### config.mk
export PLATFORM = sky130hd
export DESIGN_NAME = pfvs_cell
export DESIGN_NICKNAME = d
export VERILOG_FILES = /design/src/design/page_frame_victim_select_top_defines.svh /design/src/design/pfvs_pkg.sv /design/src/design/pfvs_cell.sv
export SDC_FILE = /design/constraint.sdc
export NUM_CORES = 1
export LEC_CHECK = 0
export BUFFER_PORTS_ARGS = -buffer_cell sky130_fd_sc_hd__buf_4
export CORE_MARGIN = 2
export CORE_UTILIZATION = 30
export DETAILED_ROUTE_END_ITERATION = 8
export SETUP_SLACK_MARGIN = 0.15
export SLEW_MARGIN = 20
export SYNTH_ARGS = -nofsm -noshare
export SYNTH_HDL_FRONTEND = slang
export SYNTH_SLANG_ARGS = --single-unit
### constraint.sdc
create_clock -name clk -period 0.8 [get_ports clk]
set_input_delay 0.16 -clock clk [delete_from_list [all_inputs] [get_ports clk]]
set_output_delay 0.16 -clock clk [all_outputs]
set_load 0.02 [all_outputs]
### src/design/page_frame_victim_select_top_defines.svh
// Assertion macros shared by the frame selector
`ifndef PAGE_FRAME_VICTIM_SELECT_TOP_DEFINES_SVH
`define PAGE_FRAME_VICTIM_SELECT_TOP_DEFINES_SVH
// implication checked on every clock edge outside reset
`define PFVS_ASSERT_IMP(lbl, ante, cons) \
	lbl: assert property (@(posedge clk) disable iff (!arst_n) (ante) |-> (cons)) \
		else $error("pfvs check failed");
// implication checked in the next cycle
`define PFVS_ASSERT_NEXT(lbl, ante, cons) \
	lbl: assert property (@(posedge clk) disable iff (!arst_n) (ante) |=> (cons)) \
		else $error("pfvs check failed");
`endif

### src/design/pfvs_pkg.sv
// ----------------------------------------------------------------------------
// pfvs_pkg
// Types and constants of the page frame victim selector.
// ----------------------------------------------------------------------------
`default_nettype none
package pfvs_pkg;
	localparam int FRAME_COUNT_DEF = 64;
	localparam int STAMP_BITS_DEF  = 32;
	localparam int IDX_W           = 6;
	localparam int IN_STAMP_W      = 32;

	typedef enum logic [1:0] {
		POL_RANDOM = 2'd0,
		POL_OLDEST = 2'd1,
		POL_CLOCK  = 2'd2,
		POL_NONE   = 2'd3
	} policy_t;

	typedef enum logic [1:0] {
		ST_WRITE = 2'd0,
		ST_FRAME = 2'd1,
		ST_NONE  = 2'd2
	} status_t;

	localparam logic FUNC_WRITE = 1'b0;

	// cell control: one broadcast per cycle to every cell
	typedef struct packed {
		logic rotate;       // shift ring by one toward the head
		logic wr_en;        // write entry at absolute index
		logic clr_head;     // clear stamp of head frame as it wraps to the tail
		logic unmap_en;     // clear mapped bit at absolute index
	} cell_ctrl_t;
endpackage
`default_nettype wire

### src/design/pfvs_cell.sv
// ----------------------------------------------------------------------------
// pfvs_cell
// One frame entry of the rotating ring: protected bit, mapped bit, stamp.
// ----------------------------------------------------------------------------
`default_nettype none
module pfvs_cell #(
	parameter int STAMP_BITS = 32
) (
	input  wire                   clk,
	input  wire                   arst_n,
	input  pfvs_pkg::cell_ctrl_t  ctrl,
	input  wire                   sel_wr,
	input  wire                   sel_unmap,
	input  wire                   is_tail,
	input  wire                   wr_prot,
	input  wire                   wr_map,
	input  wire  [STAMP_BITS-1:0] wr_stamp,
	input  wire                   nb_prot,
	input  wire                   nb_map,
	input  wire  [STAMP_BITS-1:0] nb_stamp,
	output logic                  prot,
	output logic                  map,
	output logic [STAMP_BITS-1:0] stamp
);
	import pfvs_pkg::*;

	always_ff @(posedge clk or negedge arst_n) begin
		if (!arst_n) begin
			prot  <= 1'b0;
			map   <= 1'b0;
			stamp <= '0;
		end else if (ctrl.rotate) begin
			prot  <= nb_prot;
			map   <= nb_map;
			// the tail takes the old head; drop its stamp when the sweep passes it
			stamp <= (ctrl.clr_head && is_tail) ? '0 : nb_stamp;
		end else begin
			if (ctrl.wr_en && sel_wr) begin
				prot  <= wr_prot;
				map   <= wr_map;
				stamp <= wr_stamp;
			end
			if (ctrl.unmap_en && sel_unmap)
				map <= 1'b0;
		end
	end
endmodule
`default_nettype wire

-- Word-level counts from Yosys, hierarchy flattened
Index checks and enable logic that the tools add are counted.
- flip-flop bits (word level): 34
- logic and storage cells: 16
- output and inout port bits: 34
- input bits: 77
- reduce and logical (&&, ||, !) cells: 5
- multiplexer cells: 8
- operators by type and width (kind ; count):
    2-to-1 mux 32 bit ; 3
    2-to-1 mux 1 bit ; 5
    logical AND 1 bit ; 3
    nonzero test 3 bit ; 1
    nonzero test 2 bit ; 1

-- Logic depth before layout (Yosys ltp)
- depth in word-level cells: 4
- depth in mapped cells: 6

-- Least setup slack after synthesis
Ideal clock, no wire load.
- kind: input -> register
- start point: input port ctrl[3] (netlist name)
- end point: register stamp[14]
- stages on the path: 6
- slack: -207 ps
- required time: 674 ps
- arrival: 881 ps
- cells stage by stage: buf_4 > a21o_1 > buf_6 > buf_2 > nor2_1 > a21oi_1
- cells in the longest elaborated chain, start to end: 1
- elaborated cells on any way between the ends: 2
- classes of those cells: mux: 1; reduce/logical: 1
- RTL lines (element ; line ; RTL):
    start: declaration ; pfvs_cell.sv:11 ; input pfvs_pkg::cell_ctrl_t ctrl,
    2-to-1 mux 32 bit / nonzero test 2 bit (equally long branches) ; n/a ;
    end signal: assignment ; pfvs_cell.sv:36 ; stamp <= (ctrl.clr_head && is_tail) ? '0 : nb_stamp;
    end signal: assignment ; pfvs_cell.sv:41 ; stamp <= wr_stamp;
    end: declaration ; pfvs_cell.sv:23 ; output logic [STAMP_BITS-1:0] stamp
Parallel ways exist; a longest one is shown, timed or not.
A chain may end at the register's enable or synchronous reset.

-- Worst setup path after layout
- start point: register map
- end point: output port map
- RTL lines (element ; line ; RTL):
    start: declaration ; pfvs_cell.sv:22 ; output logic map,
    start signal: assignment ; pfvs_cell.sv:34 ; map <= nb_map;
    start signal: assignment ; pfvs_cell.sv:40 ; map <= wr_map;
No word-level cell between the ends.

==> run_results.csv <==
group,metric,value,unit
worst_setup_path,critical_path_class,"flop to output port",
worst_setup_path,cp-start-kind,"flop",
worst_setup_path,cp-end-kind,"output port",
synth,synth_nets,262,
synth,syn_inst,185,
clocking,cts_num_sinks,34,
clocking,cts_tree,"done",
clocking,cts-root-buf,"clkbuf_8",
final_layout,antenna_cells,0,
sta,drv_slew,0,
routing,routed_wl,7284,µm
clocking,clk_latency,0.29,ns
global_route,grt-ovfl-total,0,
final_layout,final_cell_area,4164,µm²
final_layout,area_growth,148.9,%
clocking,cts_buffers,5,
sta,max_freq,0.9191,GHz
worst_setup_path,slowest_stage,"dfrtp_2",
routing,postRouteAntennaNets,0,
sta,slew_headroom,85.13,%
placed_design,port_buffers,110,
worst_setup_path,slowest_delay,0.41,ns
synth,synth_top_area_share,50.86,%
synth,ys_types,15,
die,initial_core_util,30.76,%
routing,vias,2027,
flow_run,cap_violations,0,
worst_setup_path,critical_path_peak_fanout,2,
power,p_leak,1.874,nW
placed_design,gp_congestion,0.6895,
worst_setup_path,cp_data_required_time,0.64,ns
sta,hold_violations,0,
outcome,status,"finished with violations",
clocking,clockBufferDepth,2,
final_layout,post-route-util,76.56,%
global_route,grtUsageTotal,21.29,%
routing,drc,0,
final_layout,layout.nets,432,
global_route,grt_pass1_wl,10010,µm
worst_setup_path,timing.critical_path.mode_cell,"buf_6",
routing,vias_per_cell,4.736,
synth,yosys-top-cells-count,"a21oi_1, dfrtp_1, nor2_1",
die,die_h,78.68,µm
sta,worst_slack,-0.2880,ns
synth,ys_async_sr_fraction,100.0,%
die,die_area,6190,µm²
power,powerDensity,1544,nW/µm²
outcome,violations,"setup timing",
worst_setup_path,crit_chain,"buf_6 > buf_6",
power,power.total,6.431,mW
global_route,grt_max_degree,15,
synth,yosysMostFrequentCell,"a21oi_1",
synth,synth-edff-count,0,
sta,fin_crit,1.088,ns
synth,synth_top_cell_by_area,"dfrtp_1",
die,coreArea,5439,µm²
worst_setup_path,worst_path_dominant_cell_family,"flip-flops",
routing,drtPass1Iterations,4,
synth,ys.flop_type,"dfrtp_1",
synth,synth-seq-area-share,50.86,%
synth,syn_avg_cell_area,9.042,µm²
power,ir_worst_vdd,0.0008974,V
synth,synth_warnings,0,
worst_setup_path,crit_buf_inv,2,
routing,drt_iter0_drc,63,
clocking,path_clk_slew,0.07,ns
global_route,grt_antenna_before_repair,0,
synth,synth.area.top_cells,"dfrtp_1, a21oi_1, nor2b_1",
synth,synth_seq_cells,34,
global_route,grt_pass1_vias,2013,
die,placementRows,27,
sta,skew,0,ns
routing,post_drt_wl_per_cell,17.02,µm
clocking,h-tree-depth,2,
synth,synth_area,1673,µm²
sta,holdWs,0.1079,ns
sta,setup_viol,67,
sta,worstMarginPinSlew,0.2224,ns
placed_design,dpl_cell_area,2671,µm²
final_layout,drive_above_1_share,75.00,%
die,ios,111,
sta,finalCritPeriodShare,136.0,%
worst_hold_path,hold_path_class,"input pin to flop",
die,die_x,78.68,µm
placed_design,dp_hpwl,3710,µm
worst_setup_path,worst-endpoint-arrival,0.93,ns
sta,rsz0062_at_grt,"yes",
worst register-to-register path, cell delays in order, from the launching register on:
cell     delay, ns
dfrtp_2       0.41
mux2_4        0.26
a22o_1        0.18
cells by family after synthesis:
kind of cell    share of synthesized area [%]
compound gates                          21.84
buf+inv                                 5.534
flops                                   50.86
mux                                     1.271
simple gates                            20.49
power breakdown:
group,internal (mW),switching [mW]
Sequential,1.92,0.193
Combinational,1.58,1.14
Clock,0.918,0.686
Total,4.42,2.01
stage by stage:
stage | worst slack, ns | setup TNS [ns] | std cells
floorplan | -0.1774 | -3.446 | 185
global placement | -0.2077 | -6.458 | 366
detailed placement | -0.2319 | -7.038 | 366
CTS | -0.3023 | -7.794 | 408
global route | -0.3275 | -9.434 | 428
finish | -0.2880 | -8.021 | 428
registers in the layout, indices dropped and copies added, names as in the netlist:
signal / flops
map: 1
prot: 1
stamp: 32
path summary, 6_finish.rpt:
check                           slack, ns  depth (start not counted)                     to            startpoint
min in group asynchronous            0.26                          2  stamp[31]$_DFFE_PN0P_                arst_n
worst min-delay path                 0.11                          2        map$_DFFE_PN0P_                nb_map
worst max register to register      -0.16                          2        map$_DFFE_PN0P_       map$_DFFE_PN0P_
max in group asynchronous            0.20                          3        map$_DFFE_PN0P_                arst_n
worst max-delay path                -0.29                          2                    map       map$_DFFE_PN0P_
worst min register to register       0.55                          2   stamp[6]$_DFFE_PN0P_  stamp[6]$_DFFE_PN0P_
per-layer routing:
| layer | up-vias | share of wire (%) | global-route usage (%) |
|---|---|---|---|
| li1 | 964 | - | - |
| met1 | 955 | 38 | 24.78 |
| met2 | 90 | 51 | 35.98 |
| met3 | 18 | 7.9 | 8.506 |
| met4 | 0 | 2.9 | 6.316 |
| met5 | - | 0 | 0 |
cell type report:
type	instances	area, µm²
well taps	72	90.09
repair buffers	177	1931
clock buffers	5	68.82
clock inverters	3	40.04
multi-input cells	137	1182
flip-flops and latches	34	852.1
fillers	352	1275
timing repair:
item	CTS	global route
hold buffers	1	0
pin swaps	59	16
resized for setup	111	82
gates cloned	11	2
setup buffers	22	18
hold endpoints to repair	34	0
endpoints found under the setup margin	68	68
cells in the final DEF, fill, tap and decap left out, types with 2 or more instances in the layout:
master,count
a21oi_1,22
a21oi_2,39
a21oi_4,5
and2b_1,12
buf_12,9
buf_16,10
buf_4,93
buf_6,57
buf_8,5
clkbuf_16,2
clkbuf_8,5
clkinv_2,2
dfrtp_1,33
nor2_2,3
nor2_4,29
nor2b_1,18
(Power assumes the default switching activity.)
