File: config.mk
export PLATFORM = sky130hd
export DESIGN_NAME = pfvs_ctrl
export DESIGN_NICKNAME = d
export VERILOG_FILES = /design/src/design/page_frame_victim_select_top_defines.svh /design/src/design/pfvs_pkg.sv /design/src/design/pfvs_ctrl.sv
export SDC_FILE = /design/constraint.sdc
export NUM_CORES = 1
export LEC_CHECK = 0
export ABC_AREA = 1
export BUFFER_PORTS_ARGS = -buffer_cell sky130_fd_sc_hd__buf_4
export CORE_MARGIN = 1
export CORE_UTILIZATION = 30
export CTS_CLUSTER_SIZE = 40
export DETAILED_ROUTE_END_ITERATION = 10
export REMOVE_ABC_BUFFERS = 1
export SLEW_MARGIN = 20
export SYNTH_ARGS = -nofsm -noshare
export SYNTH_HDL_FRONTEND = slang
export SYNTH_SLANG_ARGS = --single-unit
File: constraint.sdc
create_clock -name clk -period 9.3 [get_ports clk]
set_clock_uncertainty 0.15 [all_clocks]
set_input_delay 0.93 -clock clk [delete_from_list [all_inputs] [get_ports clk]]
set_output_delay 0.93 -clock clk [all_outputs]
set_load 0.05 [all_outputs]
File: src/design/page_frame_victim_select_top_defines.svh
// Assertion macros shared by the frame selector
`ifndef PAGE_FRAME_VICTIM_SELECT_TOP_DEFINES_SVH
`define PAGE_FRAME_VICTIM_SELECT_TOP_DEFINES_SVH
// implication checked on every clock edge outside reset
`define PFVS_ASSERT_IMP(lbl, ante, cons) \
	lbl: assert property (@(posedge clk) disable iff (!arst_n) (ante) |-> (cons)) \
		else $error("pfvs check failed");
// implication checked in the next cycle
`define PFVS_ASSERT_NEXT(lbl, ante, cons) \
	lbl: assert property (@(posedge clk) disable iff (!arst_n) (ante) |=> (cons)) \
		else $error("pfvs check failed");
`endif

File: src/design/pfvs_pkg.sv
// ----------------------------------------------------------------------------
// pfvs_pkg
// Types and constants of the page frame victim selector.
// ----------------------------------------------------------------------------
`default_nettype none
package pfvs_pkg;
	localparam int FRAME_COUNT_DEF = 64;
	localparam int STAMP_BITS_DEF  = 32;
	localparam int IDX_W           = 6;
	localparam int IN_STAMP_W      = 32;

	typedef enum logic [1:0] {
		POL_RANDOM = 2'd0,
		POL_OLDEST = 2'd1,
		POL_CLOCK  = 2'd2,
		POL_NONE   = 2'd3
	} policy_t;

	typedef enum logic [1:0] {
		ST_WRITE = 2'd0,
		ST_FRAME = 2'd1,
		ST_NONE  = 2'd2
	} status_t;

	localparam logic FUNC_WRITE = 1'b0;

	// cell control: one broadcast per cycle to every cell
	typedef struct packed {
		logic rotate;       // shift ring by one toward the head
		logic wr_en;        // write entry at absolute index
		logic clr_head;     // clear stamp of head frame as it wraps to the tail
		logic unmap_en;     // clear mapped bit at absolute index
	} cell_ctrl_t;
endpackage
`default_nettype wire

File: src/design/pfvs_ctrl.sv
// ----------------------------------------------------------------------------
// pfvs_ctrl
// Sequencer: walks the ring one frame a cycle and picks the victim.
// ----------------------------------------------------------------------------
`default_nettype none
module pfvs_ctrl #(
	parameter int FRAME_COUNT = 64,
	parameter int STAMP_BITS  = 32,
	localparam int IW = (FRAME_COUNT > 1) ? $clog2(FRAME_COUNT) : 1
) (
	input  wire                          clk,
	input  wire                          arst_n,
	input  pfvs_pkg::policy_t            policy,
	input  wire                          start,
	input  wire                          func,
	input  wire  [pfvs_pkg::IDX_W-1:0]   frame_index,
	input  wire  [STAMP_BITS-1:0]        now,
	input  wire  [63:0]                  coin_bits,
	input  wire                          out_free,
	input  wire                          head_prot,
	input  wire                          head_map,
	input  wire  [STAMP_BITS-1:0]        head_stamp,
	output logic                         busy,
	output pfvs_pkg::cell_ctrl_t         ctrl,
	output logic [IW-1:0]                base,
	output logic [IW-1:0]                wr_abs,
	output logic [IW-1:0]                unmap_abs,
	output logic                         res_valid,
	output logic [pfvs_pkg::IDX_W-1:0]   res_victim,
	output logic                         res_map,
	output pfvs_pkg::status_t            res_status
);
	import pfvs_pkg::*;

	typedef enum logic [2:0] {
		S_IDLE, S_FREE, S_POL, S_SEEK, S_CLOCK, S_HOME, S_DONE, S_UNMAP
	} state_t;

	state_t                state_q;
	logic [IW:0]           cnt_q;     // frames visited in this pass
	logic [IW-1:0]         base_q;    // absolute index held by the head cell
	logic [IW-1:0]         hand_q;
	logic [STAMP_BITS-1:0] now_q;
	logic [63:0]           coin_q;
	logic [5:0]            k_q;
	logic                  found_q;
	logic [IW-1:0]         best_q;
	logic [STAMP_BITS-1:0] best_age_q;
	logic                  best_map_q;
	logic                  done_q;    // random: coin hit seen
	logic                  out_pend_q;

	logic [STAMP_BITS-1:0] age;
	logic [IW:0]           clk_lim;
	logic                  last_visit;
	logic [IW-1:0]         base_nx;
	logic                  clk_take;

	assign age        = now_q - head_stamp;
	assign base_nx    = (base_q == IW'(FRAME_COUNT - 1)) ? '0 : base_q + 1'b1;
	assign last_visit = (cnt_q == (IW+1)'(FRAME_COUNT - 1));
	assign clk_lim    = (IW+1)'(FRAME_COUNT - 1);
	assign clk_take   = !head_prot && (head_stamp == '0);

	assign busy      = (state_q != S_IDLE) || out_pend_q;
	assign base      = base_q;
	assign wr_abs    = frame_index[IW-1:0];
	assign unmap_abs = best_q;

	always_comb begin
		ctrl = '0;
		unique case (state_q)
			S_IDLE:  ctrl.wr_en = start && (func == FUNC_WRITE) &&
				({1'b0, frame_index} < (IDX_W+1)'(FRAME_COUNT)) && !out_pend_q;
			S_FREE, S_POL: ctrl.rotate = 1'b1;
			S_SEEK:  ctrl.rotate = (base_q != hand_q);
			S_CLOCK: begin
				ctrl.rotate   = 1'b1;
				ctrl.clr_head = !clk_take;
			end
			S_HOME:  ctrl.rotate = (base_q != '0);
			S_UNMAP: ctrl.unmap_en = found_q;
			default: ;
		endcase
	end

	always_ff @(posedge clk or negedge arst_n) begin
		if (!arst_n) begin
			state_q    <= S_IDLE;
			cnt_q      <= '0;
			base_q     <= '0;
			hand_q     <= '0;
			now_q      <= '0;
			coin_q     <= '0;
			k_q        <= '0;
			found_q    <= 1'b0;
			best_q     <= '0;
			best_age_q <= '0;
			best_map_q <= 1'b0;
			done_q     <= 1'b0;
			out_pend_q <= 1'b0;
			res_valid  <= 1'b0;
			res_victim <= '0;
			res_map    <= 1'b0;
			res_status <= ST_WRITE;
		end else begin
			if (res_valid && out_free) begin
				res_valid  <= 1'b0;
				out_pend_q <= 1'b0;
			end
			unique case (state_q)
				S_IDLE: begin
					if (start && !out_pend_q) begin
						now_q      <= now;
						coin_q     <= coin_bits;
						k_q        <= '0;
						cnt_q      <= '0;
						found_q    <= 1'b0;
						done_q     <= 1'b0;
						best_age_q <= '0;
						best_q     <= '0;
						best_map_q <= 1'b0;
						if (func == FUNC_WRITE) begin
							res_valid  <= 1'b1;
							out_pend_q <= 1'b1;
							res_victim <= '0;
							res_map    <= 1'b0;
							res_status <= ST_WRITE;
						end else
							state_q <= S_FREE;
					end
				end
				S_FREE: begin
					// ring rotates; head holds frame base_q
					if (!found_q && !head_prot && !head_map) begin
						found_q <= 1'b1;
						best_q  <= base_q;
						best_map_q <= 1'b0;
					end
					base_q <= base_nx;
					cnt_q  <= cnt_q + 1'b1;
					if (last_visit) begin
						cnt_q <= '0;
						if (found_q || (!head_prot && !head_map))
							state_q <= S_DONE;
						else if (policy == POL_CLOCK)
							state_q <= S_SEEK;
						else if (policy == POL_NONE)
							state_q <= S_DONE;
						else
							state_q <= S_POL;
					end
				end
				S_POL: begin
					if (!head_prot) begin
						if (policy == POL_RANDOM) begin
							if (!done_q) begin
								found_q    <= 1'b1;
								best_q     <= base_q;
								best_map_q <= head_map;
								if (coin_q[k_q]) done_q <= 1'b1;
								k_q <= k_q + 1'b1;
							end
						end else if (!found_q || age > best_age_q) begin
							found_q    <= 1'b1;
							best_q     <= base_q;
							best_map_q <= head_map;
							best_age_q <= age;
						end
					end
					base_q <= base_nx;
					cnt_q  <= cnt_q + 1'b1;
					if (last_visit)
						state_q <= S_DONE;
				end
				S_SEEK: begin
					// rotate until the head holds the hand's frame
					if (base_q == hand_q)
						state_q <= S_CLOCK;
					else
						base_q <= base_nx;
				end
				S_CLOCK: begin
					base_q <= base_nx;
					hand_q <= base_nx;
					if (clk_take) begin
						found_q    <= 1'b1;
						best_q     <= base_q;
						best_map_q <= head_map;
						state_q    <= S_HOME;
					end else begin
						cnt_q <= cnt_q + 1'b1;
						if (cnt_q == {clk_lim[IW-1:0], 1'b1})
							state_q <= S_HOME;
					end
				end
				S_HOME: begin
					// bring frame 0 back to the head
					if (base_q == '0)
						state_q <= S_DONE;
					else
						base_q <= base_nx;
				end
				S_DONE: state_q <= S_UNMAP;
				S_UNMAP: begin
					res_valid  <= 1'b1;
					out_pend_q <= 1'b1;
					res_victim <= IDX_W'(best_q);
					res_map    <= found_q ? best_map_q : 1'b0;
					res_status <= found_q ? ST_FRAME : ST_NONE;
					if (!found_q) begin
						res_victim <= '0;
					end
					state_q <= S_IDLE;
				end
				default: state_q <= S_IDLE;
			endcase
		end
	end
endmodule
`default_nettype wire
After elaboration in Yosys (flattened, before gate mapping)
Index checks and enable logic that the tools add are counted.

word-level totals
  flip-flop bits (word level) = 176
  latch bits = 0
  RAM bits = 0
  bits in read-only memories = 0
  input port bits = 143
  output and inout bits = 33
  logic and storage cells = 177
  memories kept = 0

cells by class
  $add $sub $neg = 4
  multiply operators = 0
  div/mod/pow operators = 0
  magnitude comparators = 2
  eq/ne operators = 34
  shifts and indexed selects = 0
  muxes and demuxes = 83
  bitwise operators = 1
  reductions and logical operators = 36

operators by type and width
  cell                                                           count
  32-bit 2-to-1 mux                                              4
  6-bit 2-to-1 mux                                               16
  32-bit one-hot mux with 2 select lines                         1
  2-bit inequality test, second input constant                   17
  3-bit 2-to-1 mux                                               11
  32-bit > comparator                                            1
  32-bit logical NOT                                             1
  32-bit subtractor                                              1
  1-bit 2-to-1 mux                                               30
  7-bit one-hot mux with 4 select lines                          1
  3-bit one-hot mux with 8 select lines                          1
  6-bit one-hot mux with 2 select lines                          2
  6-bit one-hot mux with 4 select lines                          1
  7-bit 2-to-1 mux                                               3
  6-bit one-hot mux with 3 select lines                          1
  7-bit AND reduction                                            2
  6-bit by 1-bit adder with 6-bit output, second input constant  2
  3-bit equality test, second input constant                     4
  5-bit AND reduction                                            2
  3-bit inequality test, second input constant                   3
  3-bit AND reduction                                            3
  1-bit logical AND                                              8
  1-bit one-hot mux with 2 select lines                          4
  1-bit one-hot mux with 4 select lines                          2
  27 further kinds                                               39

Logic depth before layout (Yosys ltp)
Gate-level depths: netlist of run 1.

  word-level depth = 7
  mapped depth = 28
  gate-level depth less buffers = 27

Worst setup path before layout of run 1
Ideal clock, no wire load.

  path kind = input to register
  start point = in head_stamp[0]
  end point = reg best_age_q[14]
  arrival time = 3,670 ps
  path slack = 5,348 ps
  cell stages on the path = 24
  path buffers = 1
  cells stage by stage = ha_1 inv_1 fa_1 nand3_1 nand3_1 nand2_1 nand2_1 nand2_1 nand2_1 nand2_1 nand3_1 nand2_1 inv_1 ha_1 nand2_1 nor2_1 nand2_1 nor4_2 nand3b_1 nand2_1 nand2_1 nand2_2 clkbuf_1 o21ai_0

between the ends
  cells in the longest elaborated chain, start to end = 5
  elaborated cells between the ends (all ways) = 9

ends and longest elaborated chain
  what                                                                                                   line                                RTL
  start: declaration                                                                                     pfvs_ctrl.sv:22                     input wire [STAMP_BITS-1:0] head_stamp,
  32-bit subtractor *                                                                                    pfvs_ctrl.sv:59                     assign age = now_q - head_stamp;
  32-bit > comparator / 32-bit 2-to-1 mux (equally long branches)                                        pfvs_ctrl.sv:164                    end else if (!found_q || age > best_age_q) begin
  1-bit logical OR / 32-bit 2-to-1 mux (equally long branches)                                           pfvs_ctrl.sv:164, pfvs_ctrl.sv:156
  2-bit inequality test (no source line) / 32-bit 2-to-1 mux (equally long branches)                     --
  5-bit AND reduction (no source line) / 32-bit one-hot mux with 2 select lines (equally long branches)  --
  end signal: assignment                                                                                 pfvs_ctrl.sv:168                    best_age_q <= age;
  end: declaration                                                                                       pfvs_ctrl.sv:48                     logic [STAMP_BITS-1:0] best_age_q;

Every way passes the cells marked *; elsewhere a longest branch is shown, timed or not. The select of a mux whose other input is x is not followed.
A chain may end at the register's enable or synchronous reset.

Worst setup path after layout of run 1
Ends and elaborated chain as after synthesis.

==> results of run 1 <==
-- sequential cells by signal, indices dropped and copies added, names as in the netlist, 3 cells and up --
| name | cells |
|---|---|
| coin_q | 64 |
| unmap_abs | 6 |
| now_q | 32 |
| best_age_q | 32 |
| state_q | 3 |
| base | 6 |
| hand_q | 6 |
| res_victim | 6 |
| cnt_q | 7 |
| k_q | 6 |
-- per-stage QoR --
| stage | instances | worst slack, ps | hold slack, ps |
|---|---|---|---|
| after floorplan | 1618 | 2470 | 287 |
| after global placement | 2298 | 3880 | 298 |
| after detailed placement | 2298 | 3770 | 303 |
| after CTS | 2330 | 4240 | 322 |
| after global routing | 2330 | 3840 | 341 |
| final | 2330 | 4260 | 319 |
-- placed cells by master (no fill, tap or decap), types with 7 or more instances in the layout --
cell / n
inv_1: 244
a22o_1: 7
o21ai_1: 13
o21ai_0: 88
nand2_1: 641
nand3b_1: 11
clkbuf_16: 17
buf_4: 168
nor3_1: 20
xor2_1: 20
ha_1: 67
dfrtp_1: 176
nand3_1: 89
o211ai_1: 13
a21oi_1: 60
nor2_1: 109
nand4_1: 18
-- per-layer routing --
| metal | GRT usage (%) | up-vias | share of wire [%] |
|---|---|---|---|
| li1 | - | 5490 | - |
| met1 | 22.6 | 4870 | 47 |
| met2 | 28.5 | 225 | 46 |
| met3 | 2.73 | 49 | 3.8 |
| met4 | 6.37 | 0 | 2.9 |
| met5 | 0 | - | 0 |
-- layout make-up --
type	instances	area, um^2	share of cell area, %
clock buffer	17	425	3.10
tap	511	639	4.66
timing repair buffer	169	1270	9.28
sequential	176	4400	32.1
clock inverter	15	174	1.27
multi-input combinational	1192	5860	42.7
inverter	250	938	6.84
-- power by group --
| group | leakage, nW | internal (mW) | switching, mW | total [mW] |
|---|---|---|---|---|
| Sequential | 2.27 | 1.09 | 0.211 | 1.30 |
| Clock | 0.284 | 0.362 | 0.366 | 0.727 |
| Combinational | 4.74 | 0.892 | 1.72 | 2.62 |
-- worst register-to-register path, cell delays in order (launching register included) --
cell and delay, ps:
dfrtp_1 360, inv_1 90, ha_1 160, inv_1 100
fa_1 470, nand3_1 100, nand3_1 190, nand2_1 110
nand2_1 90, nand2_1 90, nand2_1 160, xnor2_1 240
inv_1 100, ha_1 280, nand2_1 80, nor3_1 310
nand2_1 100, nand2_1 90, nand2_1 50, nand2_1 60
nand2_1 70, nand2_1 310, nand2_2 610, o21ai_0 410
-- cell usage after synthesis, types with 7 or more instances --
cell,n,area [um^2]
nor3_1,20,100
inv_1,244,916
nand3_1,89,445
o211ai_1,13,97.6
nand2_1,641,2410
xor2_1,20,175
o21ai_0,88,440
nand4_1,18,113
buf_1,7,26.3
nor2_1,110,413
ha_1,67,838
buf_2,14,70.1
a21oi_1,60,300
dfrtp_1,176,4400
a22o_1,7,61.3
nand3b_1,11,82.6
clkbuf_1,24,90.1
o21ai_1,13,65.1
-- path summary, 6_finish.rpt --
path | start | endpoint | slack (ps) | depth (start not counted)
worst max-delay path | head_stamp[0] | best_age_q[14]$_DFFE_PN0P_ | 4260 | 23
worst min-delay path | coin_q[7]$_DFFE_PN0P_ | coin_q[7]$_DFFE_PN0P_ | 320 | 2
worst max register to register | now_q[0]$_DFFE_PN0P_ | best_age_q[14]$_DFFE_PN0P_ | 4420 | 23
worst min register to register | coin_q[7]$_DFFE_PN0P_ | coin_q[7]$_DFFE_PN0P_ | 320 | 2
max in group asynchronous | arst_n | coin_q[29]$_DFFE_PN0P_ | 6760 | 3
min in group asynchronous | arst_n | res_victim[1]$_DFFE_PN0P_ | 400 | 1
-- cell families after synthesis --
family                   Yosys count  share of synthesized area, %
AO/OA/AOI/OAI                    190                          9.21
XOR/XNOR                          23                          1.76
adder cells (fa/ha/maj)           68                          7.51
buffers and inverters            301                          10.2
flip-flops                       176                          38.5
AND/OR/NAND/NOR                  911                          32.7
==> qor.csv, run 1 <==
metric;value;unit
status;finished, final reports clean;
Die Ht;197;um
number of global-route vias before repair;10265;
Fillers;4002;
synth warn;0;
Buffers & Inverters on Critical Path;3;
post-route cell area;0.0137;mm^2
Post-CTS Resized;0;
CTS Buf Count;17;
grt total ovfl;0;
crit end category;flip-flop;
number of synthesized flops with an enable pin;0;
first-pass GRT wire length;52800;um
row cnt;71;
WL final;32400;um
Setup Viol. Count Final;0;
final hold vios;0;
drt drc;0;
Slew HR;31.2;%
fmax;0.198;GHz
post-CTS setup buffer count;0;
Avg Inst Size Synth;6.85;um^2
CP peak stage delay;610;ps
Worst-Skew Late Latency;450;ps
final setup TNS;0;ps
First-pass DRT Iterations;5;
port buffer count;163;
Iter 0 DRT Violations;667;
worst hold path class;flip-flop to flip-flop;
Tot Pwr;4.65;mW
CORE AREA;0.0376;mm^2
RSZ-0062 raised after global routing;no;
Max FO, Critical Path;54;
Synth Flop Type;dfrtp_1;
slowest CP cell;nand2_2;
die width;197;um
initial antenna violation count;0;
final number of max-transition violations;0;
clk slew on worst S/H paths;80;ps
routed via count;10634;
pwr dens;339;mW/mm^2
clk sinks;176;
area delta synth->final;20.0;%
worst-case vdd ir drop;0.169;mV
DRT antenna net count;0;
number of vias per cell;4.56;
Initial Util;30.4;%
DR WL/cell;13.9;um
CTS hold repair buffers;0;
Max Cap Violations;0;
Ant. Diodes;0;
Seq/Total Area, Yosys;38.5;%
Max Root-Sink Buffers;2;
Final Cycle Share;54.2;%
crit path launch type;primary input;
worst path required time;9490;ps
GRT Overall Usage;17.2;%
nets@finish;2017;
Lkg Pwr;7.29;nW
cell repeated most along the worst path;nand2_1;
CP Class;primary input to flip-flop;
largest net degree at the start of global routing;84;
Least-Margin Pin Slew;1030;ps
Post-synth ARST share;100;%
Mapped Area;0.0114;mm^2
Seq cells post-synth;176;
Netlist cell types;38;
Top Family by Delay on Critical Path;simple AND/OR/NAND/NOR gates;
share of post-route cells with drive strength above 1;12.3;%
DIE AREA;0.0389;mm^2
CTS Root Cell;clkbuf_16;
Detailed Place HPWL;25100;um
final weighted congestion in routability-driven placement;0.958;
Post-Syn Instances;1669;
CTS tree;built;
I/O pins;176;
post-layout util;36.5;%
crit-path cells;buf_4 > ha_1 > inv_1 > fa_1 > nand3_1 > nand3_1 > nand2_1 > nand2_1 > nand2_1 > nand2_1 > xnor2_1 > inv_1 > ha_1 > nand2_1 > nor3_1 > nand2_1 > nand2_1 > nand2_1 > nand2_1 > nand2_1 > nand2_1 > nand2_2 > o21ai_0;
H-Tree Depth;4;
worst path arrival time;5230;ps
crit path time final;5040;ps
placed cell area;0.0131;mm^2
Power figures use the tool's default switching activity.
==> inputs of run 2 (changes only) <==
==> constraint.sdc (replaced) <==
create_clock -name clk -period 4.3 [get_ports clk]
set_clock_uncertainty 0.15 [all_clocks]
set_input_delay 0.43 -clock clk [delete_from_list [all_inputs] [get_ports clk]]
set_output_delay 0.43 -clock clk [all_outputs]
set_load 0.05 [all_outputs]
==> qor.csv, run 2 (synthesis gave the netlist of run 1 again) <==
metric;value;unit;change
Lkg Pwr;7.41;nW;+1.7%
CTS Root Cell;clkbuf_16;;
M1 GR Usage;22.2;%;-0.37 points
worst hold path class;primary input to flip-flop;;
largest net degree at the start of global routing;99;;+18%
die width;197;um;unchanged
DIE AREA;0.0389;mm^2;unchanged
Die Ht;197;um;unchanged
Final Cycle Share;92.3;%;
area delta synth->final;22.0;%;
pwr dens;749;mW/mm^2;+120%
crit path launch type;flip-flop;;
clk sinks;176;;unchanged
share of post-route cells with drive strength above 1;13.2;%;+0.95 points
number of vias per cell;4.60;;+0.74%
final setup TNS;0;ps;unchanged
CP Class;flip-flop to flip-flop;;
final number of max-transition violations;0;;unchanged
Largest regs;coin_q x64, best_age_q x32, now_q x32;;
I/O pins;176;;unchanged
worst path arrival time;4140;ps;-1090 ps
GR peak layer;met2;;
multi-input combinational cell area;0.00589;mm^2;+0.62%
fmax;0.252;GHz;
DRT antenna net count;0;;unchanged
crit end category;flip-flop;;
first-pass GRT wire length;52800;um;about the same
worst-case vdd ir drop;0.302;mV;+79%
initial antenna violation count;0;;unchanged
placed cell area;0.0132;mm^2;+0.32%
Max Root-Sink Buffers;2;;unchanged
WHS Path Cells;3;;+1
max FFs per register;64;;unchanged
GRT Overall Usage;17.2;%;+0.033 points
DR WL/cell;14.3;um;+2.8%
most frequent cells in the layout;638 x nand2_1, 244 x inv_1, 176 x dfrtp_1;;
crit path time final;3970;ps;
row cnt;71;;unchanged
Ant. Diodes;0;;unchanged
grt met3 use;2.82;%;+0.085 points
grt total ovfl;0;;unchanged
post-route cell area;0.0139;mm^2;+1.7%
fin cells;2343;;+0.56%
Slew HR;31.9;%;+0.65 points
First-pass DRT Iterations;6;;+1
register bank with the most flops;coin_q;;
status;finished, final reports clean;;
drt drc;0;;unchanged
dpl cells;2302;;+0.17%
Setup Viol. Count Final;0;;unchanged
Detailed Place HPWL;25300;um;+0.74%
nets@finish;2030;;+0.64%
Worst Reg-to-Reg Cells;25;;+8.7%
routed via count;10772;;+1.3%
CORE AREA;0.0376;mm^2;unchanged
most common cell after layout, fill and taps aside;nand2_1;;
worst path required time;4470;ps;-5020 ps
Max FO, Critical Path;7;;-87%
final hold vios;0;;unchanged
Fillers;4008;;+0.15%
Initial Util;30.4;%;unchanged
CTS Buf Count;17;;unchanged
H-Tree Depth;4;;unchanged
Worst-Skew Late Latency;450;ps;about the same
Max Cap Violations;0;;unchanged
clk slew on worst S/H paths;80;ps;about the same
register area;0.00440;mm^2;unchanged
number of global-route vias before repair;10325;;+0.58%
Iter 0 DRT Violations;704;;+5.5%
port buffer count;163;;unchanged
final weighted congestion in routability-driven placement;0.916;;-4.4%
post-layout util;37.1;%;+0.61 points
worst hold margin;26.5;ps;-293 ps
GRT met2 Usage;28.5;%;+0.079 points
WL final;33500;um;+3.4%
Least-Margin Pin Slew;1020;ps;-13.5 ps
CTS tree;built;;
[run 2: worst max-delay path: stages, from the launching register on]
cell and delay (ps):
dfrtp_1 370, inv_1 70, ha_1 130, inv_1 100
fa_2 430, nand3_1 100, nand3_2 130, nand2_1 90
nand2_1 90, nand2_1 100, nand2_2 90, nand2_1 120
nand3_1 80, nand2_1 130, inv_1 80, ha_1 280
nand2_1 120, nor4_4 310, nand2_1 80, nand2_1 60
nand2_1 110, nand2_2 110, nand2_4 130, clkbuf_16 250
nand2_1 50, o21ai_0 70
[run 2: routing by layer]
layer	wire length (um)	share of wire (%)	vias up
met5	0	0	-
met4	1050	3.1	0
met3	1250	3.7	47
met2	16100	48	233
met1	15200	45	4971
li1	-	-	5521
[run 2: through the flow]
| step | worst slack, ps | power (mW) |
|---|---|---|
| 4_1_cts | 84.9 | 10.2 |
| 3_3_place_gp | 47.8 | 8.41 |
| 5_1_grt | -17.3 | 11.4 |
| 6_report | 333 | 10.4 |
| 3_5_place_dp | -20.8 | 8.52 |
| 2_1_floorplan | -2360 | 6.89 |
[run 2: final cells by class]
cell class	count	share of cell area, %
Sequential cell	176	31.6
Tap cell	511	4.59
Clock buffer	17	3.05
Inverter	250	6.73
Multi-Input combinational cell	1192	42.3
Timing Repair Buffer	182	10.4
Clock inverter	15	1.37
[run 2: what timing repair did]
action                     in CTS  in global routing
hold buffers                    1                  0
setup endpoints to repair       0                 40
setup buffers                   0                  2
hold endpoints to repair       18                  0
resized for setup               0                  9
[run 2: final timing paths]
path | start | end | slack (ps)
max | now_q[0]$_DFFE_PN0P_ | best_age_q[10]$_DFFE_PN0P_ | 330
min | now[6] | now_q[6]$_DFFE_PN0P_ | 30
max reg2reg | now_q[0]$_DFFE_PN0P_ | best_age_q[10]$_DFFE_PN0P_ | 330
min reg2reg | coin_q[60]$_DFFE_PN0P_ | coin_q[60]$_DFFE_PN0P_ | 320
max in group asynchronous | arst_n | coin_q[6]$_DFFE_PN0P_ | 2490
min in group asynchronous | arst_n | res_victim[4]$_DFFE_PN0P_ | 500
[run 2: power by group]
part | internal (mW) | switching [mW] | total [mW]
Sequential | 2.36 | 0.435 | 2.80
Clock | 0.889 | 0.780 | 1.67
Combinational | 2.10 | 3.87 | 5.97
Total | 5.35 | 5.08 | 10.4
